$ cat config.mk
export PLATFORM = sky130hd
export DESIGN_NAME = mpfe_ctrl
export DESIGN_NICKNAME = d
export VERILOG_FILES = /design/src/rtl/mpfe_pkg.sv /design/src/rtl/mpfe_ctrl.sv
export SDC_FILE = /design/constraint.sdc
export NUM_CORES = 1
export LEC_CHECK = 0
export BUFFER_PORTS_ARGS = -buffer_cell sky130_fd_sc_hd__buf_2
export CAP_MARGIN = 40
export CORE_MARGIN = 10
export CORE_UTILIZATION = 46
export CTS_CLUSTER_SIZE = 20
export DETAILED_ROUTE_END_ITERATION = 8
export GPL_ROUTABILITY_DRIVEN = 0
export GPL_TIMING_DRIVEN = 0
export PLACE_DENSITY_LB_ADDON = 0.1
export SETUP_SLACK_MARGIN = 0.05
export SKIP_LAST_GASP = 1
export SYNTH_ARGS = -nofsm -noshare
export SYNTH_HDL_FRONTEND = slang
export SYNTH_SLANG_ARGS = --single-unit
$ cat constraint.sdc
create_clock -name clk_i -period 2.2 [get_ports clk_i]
set_input_delay 0.11 -clock clk_i [delete_from_list [all_inputs] [get_ports clk_i]]
set_output_delay 0.11 -clock clk_i [all_outputs]
set_load 0.01 [all_outputs]
$ cat src/rtl/mpfe_pkg.sv
// shared types and constants for the page framebuffer engine
package mpfe_pkg;

  localparam int Width = 128;
  localparam int Height = 64;
  localparam int Pages = Height / 8;
  localparam int Rows = Pages * 8;
  localparam int Depth = Width * Pages;
  localparam int AddrW = $clog2(Depth);
  localparam int ColW = $clog2(Width + 1);
  localparam int PageW = (Pages > 1) ? $clog2(Pages) : 1;
  localparam int PosW = $clog2(Width + 3);
  localparam int RowW = $clog2(Rows + 1);

  typedef enum logic [2:0] {
    ActPixel   = 3'd0,
    ActOutline = 3'd1,
    ActFill    = 3'd2,
    ActClear   = 3'd3,
    ActCls     = 3'd4,
    ActFlush   = 3'd5
  } action_e;

  typedef enum logic [1:0] {
    StDone     = 2'd0,
    StFlushB   = 2'd1,
    StNothing  = 2'd2,
    StRejected = 2'd3
  } status_e;

  typedef enum logic [3:0] {
    SInit, SIdle, SSweepRd, SSweepWb, SRectRd, SRectWb, SFlushRd, SFlushOut, SOut
  } state_e;

  localparam logic [7:0] CmdPage = 8'hB0;
  localparam logic [7:0] CmdLow  = 8'h00;
  localparam logic [7:0] CmdHigh = 8'h10;

  typedef struct packed {
    logic           sweep_start;
    logic           rect_load;
    logic [1:0]     rect_pass;
    logic           rect_on;
    logic           rect_pix;
    logic           rect_line;
    logic           rd;
    logic           flush_rd;
    logic           wb;
    logic           step;
    logic           init_step;
  } dp_cmd_t;

  typedef struct packed {
    logic sweep_last;
    logic rect_empty;
    logic init_last;
  } dp_sts_t;

endpackage

$ cat src/rtl/mpfe_ctrl.sv
// controller for drawing, clearing and flushing
module mpfe_ctrl (
  input  logic                       clk_i,
  input  logic                       rst_ni,
  input  logic                       in_valid_i,
  output logic                       in_ready_o,
  input  logic [2:0]                 action_i,
  input  logic                       pixel_on_i,
  input  logic signed [10:0]         w_i,
  input  logic signed [10:0]         h_i,
  output logic                       out_valid_o,
  input  logic                       out_ready_i,
  output logic [1:0]                 status_o,
  output logic [7:0]                 out_byte_o,
  output logic                       is_data_o,
  output logic                       flush_last_o,
  output logic [7:0]                 dirty_mask_o,
  output mpfe_pkg::dp_cmd_t          cmd_o,
  input  mpfe_pkg::dp_sts_t          sts_i,
  input  logic [7:0]                 rdata_i,
  input  logic                       changed_i,
  input  logic [mpfe_pkg::PageW-1:0] cur_page_i,
  output logic [mpfe_pkg::PageW-1:0] fpage_o,
  output logic [mpfe_pkg::PosW-1:0]  fpos_o
);
  localparam int PW = mpfe_pkg::PageW;
  localparam int NP = mpfe_pkg::Pages;
  localparam logic [7:0] AllPages = 8'((9'd1 << NP) - 9'd1);

  mpfe_pkg::state_e state_q, state_d;
  logic [7:0] dirty_q, dirty_d;
  logic fact_q, fact_d;
  logic [PW-1:0] fpage_q, fpage_d;
  logic [mpfe_pkg::PosW-1:0] fpos_q, fpos_d;
  logic [1:0] pass_q, pass_d;
  logic [2:0] act_q, act_d;
  logic on_q, on_d;
  logic [1:0] st_q, st_d;
  logic [7:0] byte_q, byte_d;
  logic isd_q, isd_d, last_q, last_d;
  logic [PW:0] nd_first, nd_next;
  logic ok_wh;

  always_comb begin
    nd_first = (PW+1)'(NP);
    for (int p = NP - 1; p >= 0; p--) if (dirty_q[p]) nd_first = (PW+1)'(p);
    nd_next = (PW+1)'(NP);
    for (int p = NP - 1; p >= 0; p--)
      if (dirty_q[p] && p > int'(fpage_q)) nd_next = (PW+1)'(p);
  end

  assign ok_wh = (w_i > 0) && (h_i > 0);
  assign fpage_o = fpage_q;
  assign fpos_o = fpos_q;
  assign dirty_mask_o = dirty_q;
  assign status_o = st_q;
  assign out_byte_o = byte_q;
  assign is_data_o = isd_q;
  assign flush_last_o = last_q;

  always_ff @(posedge clk_i or negedge rst_ni) begin
    if (!rst_ni) begin
      state_q <= mpfe_pkg::SInit;
      dirty_q <= '0; fact_q <= 1'b0; fpage_q <= '0; fpos_q <= '0;
      pass_q <= '0; act_q <= '0; on_q <= 1'b0;
    end else begin
      state_q <= state_d;
      dirty_q <= dirty_d; fact_q <= fact_d; fpage_q <= fpage_d; fpos_q <= fpos_d;
      pass_q <= pass_d; act_q <= act_d; on_q <= on_d;
    end
  end

  always_ff @(posedge clk_i) begin
    st_q <= st_d; byte_q <= byte_d; isd_q <= isd_d; last_q <= last_d;
  end

  always_comb begin
    state_d = state_q;
    dirty_d = dirty_q; fact_d = fact_q; fpage_d = fpage_q; fpos_d = fpos_q;
    pass_d = pass_q; act_d = act_q; on_d = on_q;
    st_d = st_q; byte_d = byte_q; isd_d = isd_q; last_d = last_q;
    cmd_o = '0;
    in_ready_o = 1'b0;
    out_valid_o = 1'b0;
    case (state_q)
      mpfe_pkg::SInit: begin
        cmd_o.init_step = 1'b1;
        if (sts_i.init_last) state_d = mpfe_pkg::SIdle;
      end
      mpfe_pkg::SIdle: begin
        in_ready_o = 1'b1;
        if (in_valid_i) begin
          st_d = mpfe_pkg::StDone; byte_d = '0; isd_d = 1'b0; last_d = 1'b0;
          act_d = action_i; on_d = pixel_on_i; pass_d = '0;
          state_d = mpfe_pkg::SOut;
          if (action_i == mpfe_pkg::ActFlush) begin
            if (!fact_q && nd_first == (PW+1)'(NP)) begin
              st_d = mpfe_pkg::StNothing;
            end else begin
              if (!fact_q) begin
                fact_d = 1'b1; fpage_d = PW'(nd_first); fpos_d = '0;
              end
              state_d = mpfe_pkg::SFlushRd;
            end
          end else if (fact_q) begin
            st_d = mpfe_pkg::StRejected;
          end else begin
            case (action_i)
              mpfe_pkg::ActPixel: begin
                cmd_o.rect_load = 1'b1; cmd_o.rect_on = pixel_on_i;
                cmd_o.rect_pix = 1'b1;
                state_d = mpfe_pkg::SRectRd;
              end
              mpfe_pkg::ActOutline, mpfe_pkg::ActFill, mpfe_pkg::ActClear: begin
                if (ok_wh) begin
                  cmd_o.rect_load = 1'b1;
                  cmd_o.rect_on = (action_i != mpfe_pkg::ActClear);
                  cmd_o.rect_line = (action_i == mpfe_pkg::ActOutline);
                  state_d = mpfe_pkg::SRectRd;
                end
              end
              mpfe_pkg::ActCls: begin
                cmd_o.sweep_start = 1'b1;
                dirty_d = AllPages;
                state_d = mpfe_pkg::SSweepRd;
              end
              default: ;
            endcase
          end
        end
      end
      mpfe_pkg::SRectRd: begin
        if (sts_i.rect_empty) begin
          state_d = mpfe_pkg::SSweepWb;
        end else begin
          cmd_o.rd = 1'b1;
          state_d = mpfe_pkg::SRectWb;
        end
      end
      mpfe_pkg::SSweepRd: begin
        cmd_o.rd = 1'b1;
        state_d = mpfe_pkg::SRectWb;
      end
      mpfe_pkg::SRectWb: begin
        cmd_o.wb = 1'b1;
        if (changed_i && act_q != mpfe_pkg::ActCls)
          dirty_d = dirty_q | (8'd1 << cur_page_i);
        if (sts_i.sweep_last) begin
          state_d = mpfe_pkg::SSweepWb;
        end else begin
          cmd_o.step = 1'b1;
          state_d = (act_q == mpfe_pkg::ActCls) ? mpfe_pkg::SSweepRd : mpfe_pkg::SRectRd;
        end
      end
      mpfe_pkg::SSweepWb: begin
        // next outline pass or done
        if (act_q == mpfe_pkg::ActOutline && pass_q != 2'd3) begin
          pass_d = pass_q + 2'd1;
          cmd_o.rect_load = 1'b1; cmd_o.rect_on = 1'b1; cmd_o.rect_line = 1'b1;
          cmd_o.rect_pass = pass_q + 2'd1;
          state_d = mpfe_pkg::SRectRd;
        end else begin
          state_d = mpfe_pkg::SOut;
        end
      end
      mpfe_pkg::SFlushRd: begin
        cmd_o.rd = 1'b1; cmd_o.flush_rd = 1'b1;
        state_d = mpfe_pkg::SFlushOut;
      end
      mpfe_pkg::SFlushOut: begin
        st_d = mpfe_pkg::StFlushB;
        if (fpos_q == '0) byte_d = mpfe_pkg::CmdPage + 8'(fpage_q);
        else if (fpos_q == mpfe_pkg::PosW'(1)) byte_d = mpfe_pkg::CmdLow;
        else if (fpos_q == mpfe_pkg::PosW'(2)) byte_d = mpfe_pkg::CmdHigh;
        else begin byte_d = rdata_i; isd_d = 1'b1; end
        if (fpos_q >= mpfe_pkg::PosW'(mpfe_pkg::Width + 2)) begin
          fpos_d = '0;
          if (nd_next == (PW+1)'(NP)) begin
            last_d = 1'b1; dirty_d = '0; fact_d = 1'b0; fpage_d = '0;
          end else begin
            fpage_d = PW'(nd_next);
          end
        end else begin
          fpos_d = fpos_q + 1'b1;
        end
        state_d = mpfe_pkg::SOut;
      end
      mpfe_pkg::SOut: begin
        out_valid_o = 1'b1;
        if (out_ready_i) state_d = mpfe_pkg::SIdle;
      end
      default: state_d = mpfe_pkg::SIdle;
    endcase
  end
endmodule

## After elaboration in Yosys (flattened, before gate mapping)

Cells that the tools add are included.

- Flip-flop bits (word level): 41
- Input bits: 45
- Logic and storage cells: 199

- $add $sub $neg: 3
- $lt $le $gt $ge: 10
- Equality and inequality tests: 37
- Shift operators: 1
- Muxes and demuxes: 106
- Bitwise logic cells: 1
- Reduce and logical (&&, ||, !) cells: 30

Operator list:

| operator | count |
|---|---|
| 2-to-1 mux 8 bit | 16 |
| 2-to-1 mux 4 bit | 24 |
| 2-to-1 mux 3 bit | 12 |
| case mux 4 bit (9 select lines) | 1 |
| case mux 8 bit (2 select lines) | 2 |
| inequality test 2 bit, second input constant | 15 |
| 2-to-1 mux 1 bit | 26 |
| case mux 8 bit (3 select lines) | 1 |
| > comparator 11 x 1 -> 1 bit, second input constant | 2 |
| 2-to-1 mux 2 bit | 11 |
| case mux 1 bit (2 select lines) | 9 |
| equality test 4 x 3 -> 1 bit, second input constant | 4 |
| equality test 4 bit, second input constant | 3 |
| > comparator 3 bit, first input constant | 4 |
| case mux 4 bit (3 select lines) | 1 |
| AND reduction 6 bit | 2 |
| logical AND 1 bit | 11 |
| AND reduction 5 bit | 2 |
| equality test 3 bit, second input constant | 3 |
| adder 8 x 1 -> 8 bit, second input constant | 1 |
| adder 8 x 3 -> 8 bit, first input constant | 1 |
| equality test 4 x 2 -> 1 bit, second input constant | 2 |
| equality test 8 x 1 -> 1 bit, second input constant | 1 |
| equality test 8 x 2 -> 1 bit, second input constant | 1 |
| 26 further kinds | 33 |

## Logic depth before layout (Yosys ltp)

- Depth in word-level cells: 14
- Gate-level depth with buffers: 9
- Gate-level depth less buffers: 6

## Worst setup path after synthesis

Ideal clock, no wire load.

- Kind: register to register
- Start point: register pass_q[0]
- End point: register pass_q[0]
- Setup time: 118 ps
- Data arrival time: 1,898 ps
- Data required time: 2,082 ps
- Slack: 184 ps
- Cell stages (with the launch flop): 7
- Path buffers: 1
- Period minus slack after synthesis: 2,016 ps
- Path through: dfrtp_1 ha_1 or4b_4 or4_1 buf_2 and2_4 a21o_1

- Cells in the longest elaborated chain, start to end: 4
- Elaborated cells between the ends (all ways): 7
- Classes of those cells: add/sub: 1; eq/ne: 2; mux: 2; reduce/logical: 2

RTL lines:

| item | line | source |
|---|---|---|
| from (decl) | mpfe_ctrl.sv:35 | `logic [1:0] pass_q, pass_d;` |
| from (signal assigned) | mpfe_ctrl.sv:69 | `pass_q <= pass_d; act_q <= act_d; on_q <= on_d;` |
| parallel branches: the longest is 4 deep, another holds adder 2 x 1 -> 2 bit | n/a |  |

Parallel ways; which one is timed is not known. The select of a mux whose other input is x is not followed.
A chain may end at the register's enable or synchronous reset.

==> flow_summary.json <==
{
  "synth_cell_types": 67,
  "grt_setup_unrepaired": "yes",
  "fin_skew_ns": 0.01071,
  "synth_common_cells": "nor2_1 (30), dfrtp_1 (29), a21oi_1 (21)",
  "synth-compound-area-share": 0.2318,
  "ys_seq_elements": 41,
  "tightest_slew_ns": 0.6788,
  "diodes": 0,
  "area_delta_synth_final_pct": 32.71,
  "yosys.area.top_type_share": 0.2778,
  "routed_wirelength_um": 7775,
  "avgSynthCellArea_um2": 9.231,
  "ioPinCount": 90,
  "reg2reg_from": "pass_q[1]",
  "synth_fa_ha_area_frac": 0.02395,
  "power_density_nw_per_um2": 1053,
  "cap_violations": 0,
  "yosysMostFrequentCell": "nor2_1",
  "coreArea_um2": 5507,
  "grt_max_degree": 30,
  "p_leak_uw": 0.001595,
  "synth_area_leader_cell": "dfrtp_1",
  "required_ns": 2.09,
  "crit_path_max_fanout": 7,
  "syn_inst": 283,
  "finalPower_uw": 3650,
  "fmax_mhz": 432.7,
  "die_w_um": 95.36,
  "status": "complete, but fails checks",
  "drt_iter0_drc": 136,
  "synth.area.mux_share": 0.03209,
  "fin_crit_sh": 1.050,
  "min_from": "rdata_i[6]",
  "clk_pin_slew_worst_paths_ns": 0.08,
  "power_frac_seq": 0.392,
  "avgRoutedWirePerCell_um": 16.72,
  "holdPathStages": 2,
  "failed_checks": "setup timing",
  "cp-start-kind": "register",
  "synth_top_family_by_area": "simple AND/OR/NAND/NOR gates",
  "antenna_left": 0,
  "synth_simple_gate_area_frac": 0.2447,
  "cts_sinks": 41,
  "hold_path_class": "input pin to register",
  "grt_pass1_wl_um": 12190,
  "mappedNetlistArea_um2": 2613,
  "hpwl_um": 5702,
  "clkPwrFrac": 0.137,
  "final_hold_viol_count": 0,
  "synth_xor_area_frac": 0.003352,
  "die_h_um": 95.36,
  "viasPerCell": 5.583,
  "vdd_drop_max_mv": 0.5164,
  "grt_usage": 0.1652,
  "numCtsBuffers": 5,
  "antenna_found_initial": 0,
  "final_nets": 442,
  "maxSlewViolCount": 0,
  "tritoncts": "done",
  "num_rows": 27,
  "ys.flop_type": "dfrtp_1",
  "async_reset_ff_frac": 0.7073,
  "floorplan.initialDensity": 0.4744,
  "critPathCaptureType": "output port",
  "r2r_end": "state_q[2]",
  "drive_gt1_frac": 0.3766,
  "p_sw_frac": 0.4208,
  "seq_area_frac_synth": 0.4157,
  "setup_ws_ns": -0.1109,
  "clockBufferDepth": 2,
  "worstSkewPairLatency_ns": 0.30,
  "worst-endpoint-arrival_ns": 2.20,
  "p_switching_uw": 1536,
  "p_comb_frac": 0.471,
  "synth.area.top_cells": "dfrtp_1 (28%), edfxtp_1 (14%), nor2_1 (4.3%)",
  "regToRegSetupSlack_ns": 0.03,
  "min_to": "out_byte_o[6]",
  "fin_setup_tns_ns": -0.4964,
  "relSlewSlack": 0.5475,
  "intPower_uw": 2114,
  "port_buffers": 88,
  "overflow": 0,
  "fill_cells": 513,
  "period_needed_ns": 2.311,
  "htree_levels": 2,
  "crit_type": "register to output port",
  "synthesis.nets": 333,
  "finalSetupViolCount": 5,
  "ys_warn_count": 0,
  "drt_pre_antenna_iters": 4,
  "synth_edf_count": 12,
  "first_global_vias": 2446,
  "preCtsSetupSlack_ns": -0.004039,
  "reg2reg_depth": 8,
  "route.detailed.drc": 0,
  "root_buffer": "clkbuf_8",
  "fp.dieArea_um2": 9094,
  "via_count": 2596
}
==> cell families after synthesis <==
kind of cell / Yosys count
and+or+nand+nor: 114
AOI/OAI and AO/OA: 87
DFF: 41
buffers and inverters: 28
muxes: 7
adders and majority gates: 5
xor gates and xnor gates: 1
==> state kept, by name (all words and copies together) (netlist names) <==
signal        count
out_byte_o        8
fpos_o            8
act_q             3
flush_last_o      1
dirty_mask_o      8
fpage_o           3
state_q           4
is_data_o         1
pass_q            2
fact_q            1
status_o          2
==> through the flow <==
step                      instances  hold WS [ns]  utilization  instance area, um^2
after floorplan                 283       -0.1856            -                 2613
after global placement          443        0.1866       0.5708                 3143
after detailed placement        443        0.1935       0.5708                 3143
after CTS                       456       0.08379       0.6060                 3337
after global routing            465       0.07915       0.6296                 3467
final                           465       0.08739       0.6296                 3467
==> power groups by stage <==
stage	clock network [uW]	registers [uW]	logic, uW
after detailed placement	0	1430	1570
final	500	1430	1720
after floorplan	0	1460	933
after global placement	0	1420	1540
after global routing	541	1490	1910
after CTS	506	1430	1670
==> area by class of cell <==
| cell class | instances | area (um^2) | area share |
|---|---|---|---|
| Timing Repair Buffer | 102 | 581.8 | 0.1678 |
| Tap cell | 72 | 90.09 | 0.02598 |
| Clock inverter | 3 | 17.52 | 0.005052 |
| Inverter | 14 | 52.55 | 0.01516 |
| Sequential cell | 41 | 1087 | 0.3136 |
| Buffer | 14 | 96.34 | 0.02779 |
| Multi-Input combinational cell | 214 | 1473 | 0.4248 |
| Clock buffer | 5 | 68.82 | 0.01985 |
==> placed cells by master (no fill, tap or decap), types with 5 or more instances in the layout <==
cell type / netlist / routed
a21oi_1: 21 / 20
a31oi_1: 11 / 11
buf_2: 2 / 87
buf_4: 1 / 11
clkbuf_1: 9 / 8
clkbuf_8: 0 / 5
dfrtp_1: 29 / 28
edfxtp_1: 12 / 12
inv_1: 13 / 13
nand2_1: 20 / 19
nand2b_1: 9 / 9
nor2_1: 30 / 28
nor2b_1: 6 / 6
nor3_1: 7 / 6
nor4_1: 5 / 5
o21ai_0: 15 / 12
o2bb2ai_1: 8 / 8
==> timing repair <==
action / 4_1_cts / 5_1_grt
hold endpoints to repair: 29 / 0
cloned: 0 / 1
resized for setup: 18 / 14
pin swaps: 1 / 9
hold buffers: 1 / 0
buffers inserted: 4 / 8
endpoints found under the setup margin: 28 / 25
==> layer usage <==
| layer | vias to the layer above | global-route usage | wire, um |
|---|---|---|---|
| li1 | 1270 | - | - |
| met1 | 1248 | 0.2112 | 3302 |
| met2 | 68 | 0.2761 | 3910 |
| met3 | 10 | 0.04242 | 491 |
| met4 | 0 | 0.03117 | 70 |
| met5 | - | 0 | 0 |
==> worst max-delay path, cell delays in order, from the launching register on <==
cell and delay [ns]:
dfrtp_1 0.40, ha_2 0.18, or4b_4 0.51, or4_4 0.43, buf_8 0.16, nor2_4 0.11, buf_6 0.11
==> worst max path at each step <==
stage                    from       endpoint  slack, ns  depth (start not counted)
finish              pass_q[1]       cmd_o[8]      -0.11                          6
global route        pass_q[0]       cmd_o[8]      -0.18                          6
CTS                 pass_q[0]       cmd_o[7]      -0.09                          6
detailed placement  fpos_o[4]  out_byte_o[0]     -0.004                          4
global placement    fpos_o[4]  out_byte_o[1]       0.03                          4
floorplan           pass_q[0]      pass_q[0]       0.18                          6
(Power assumes the default switching activity.)
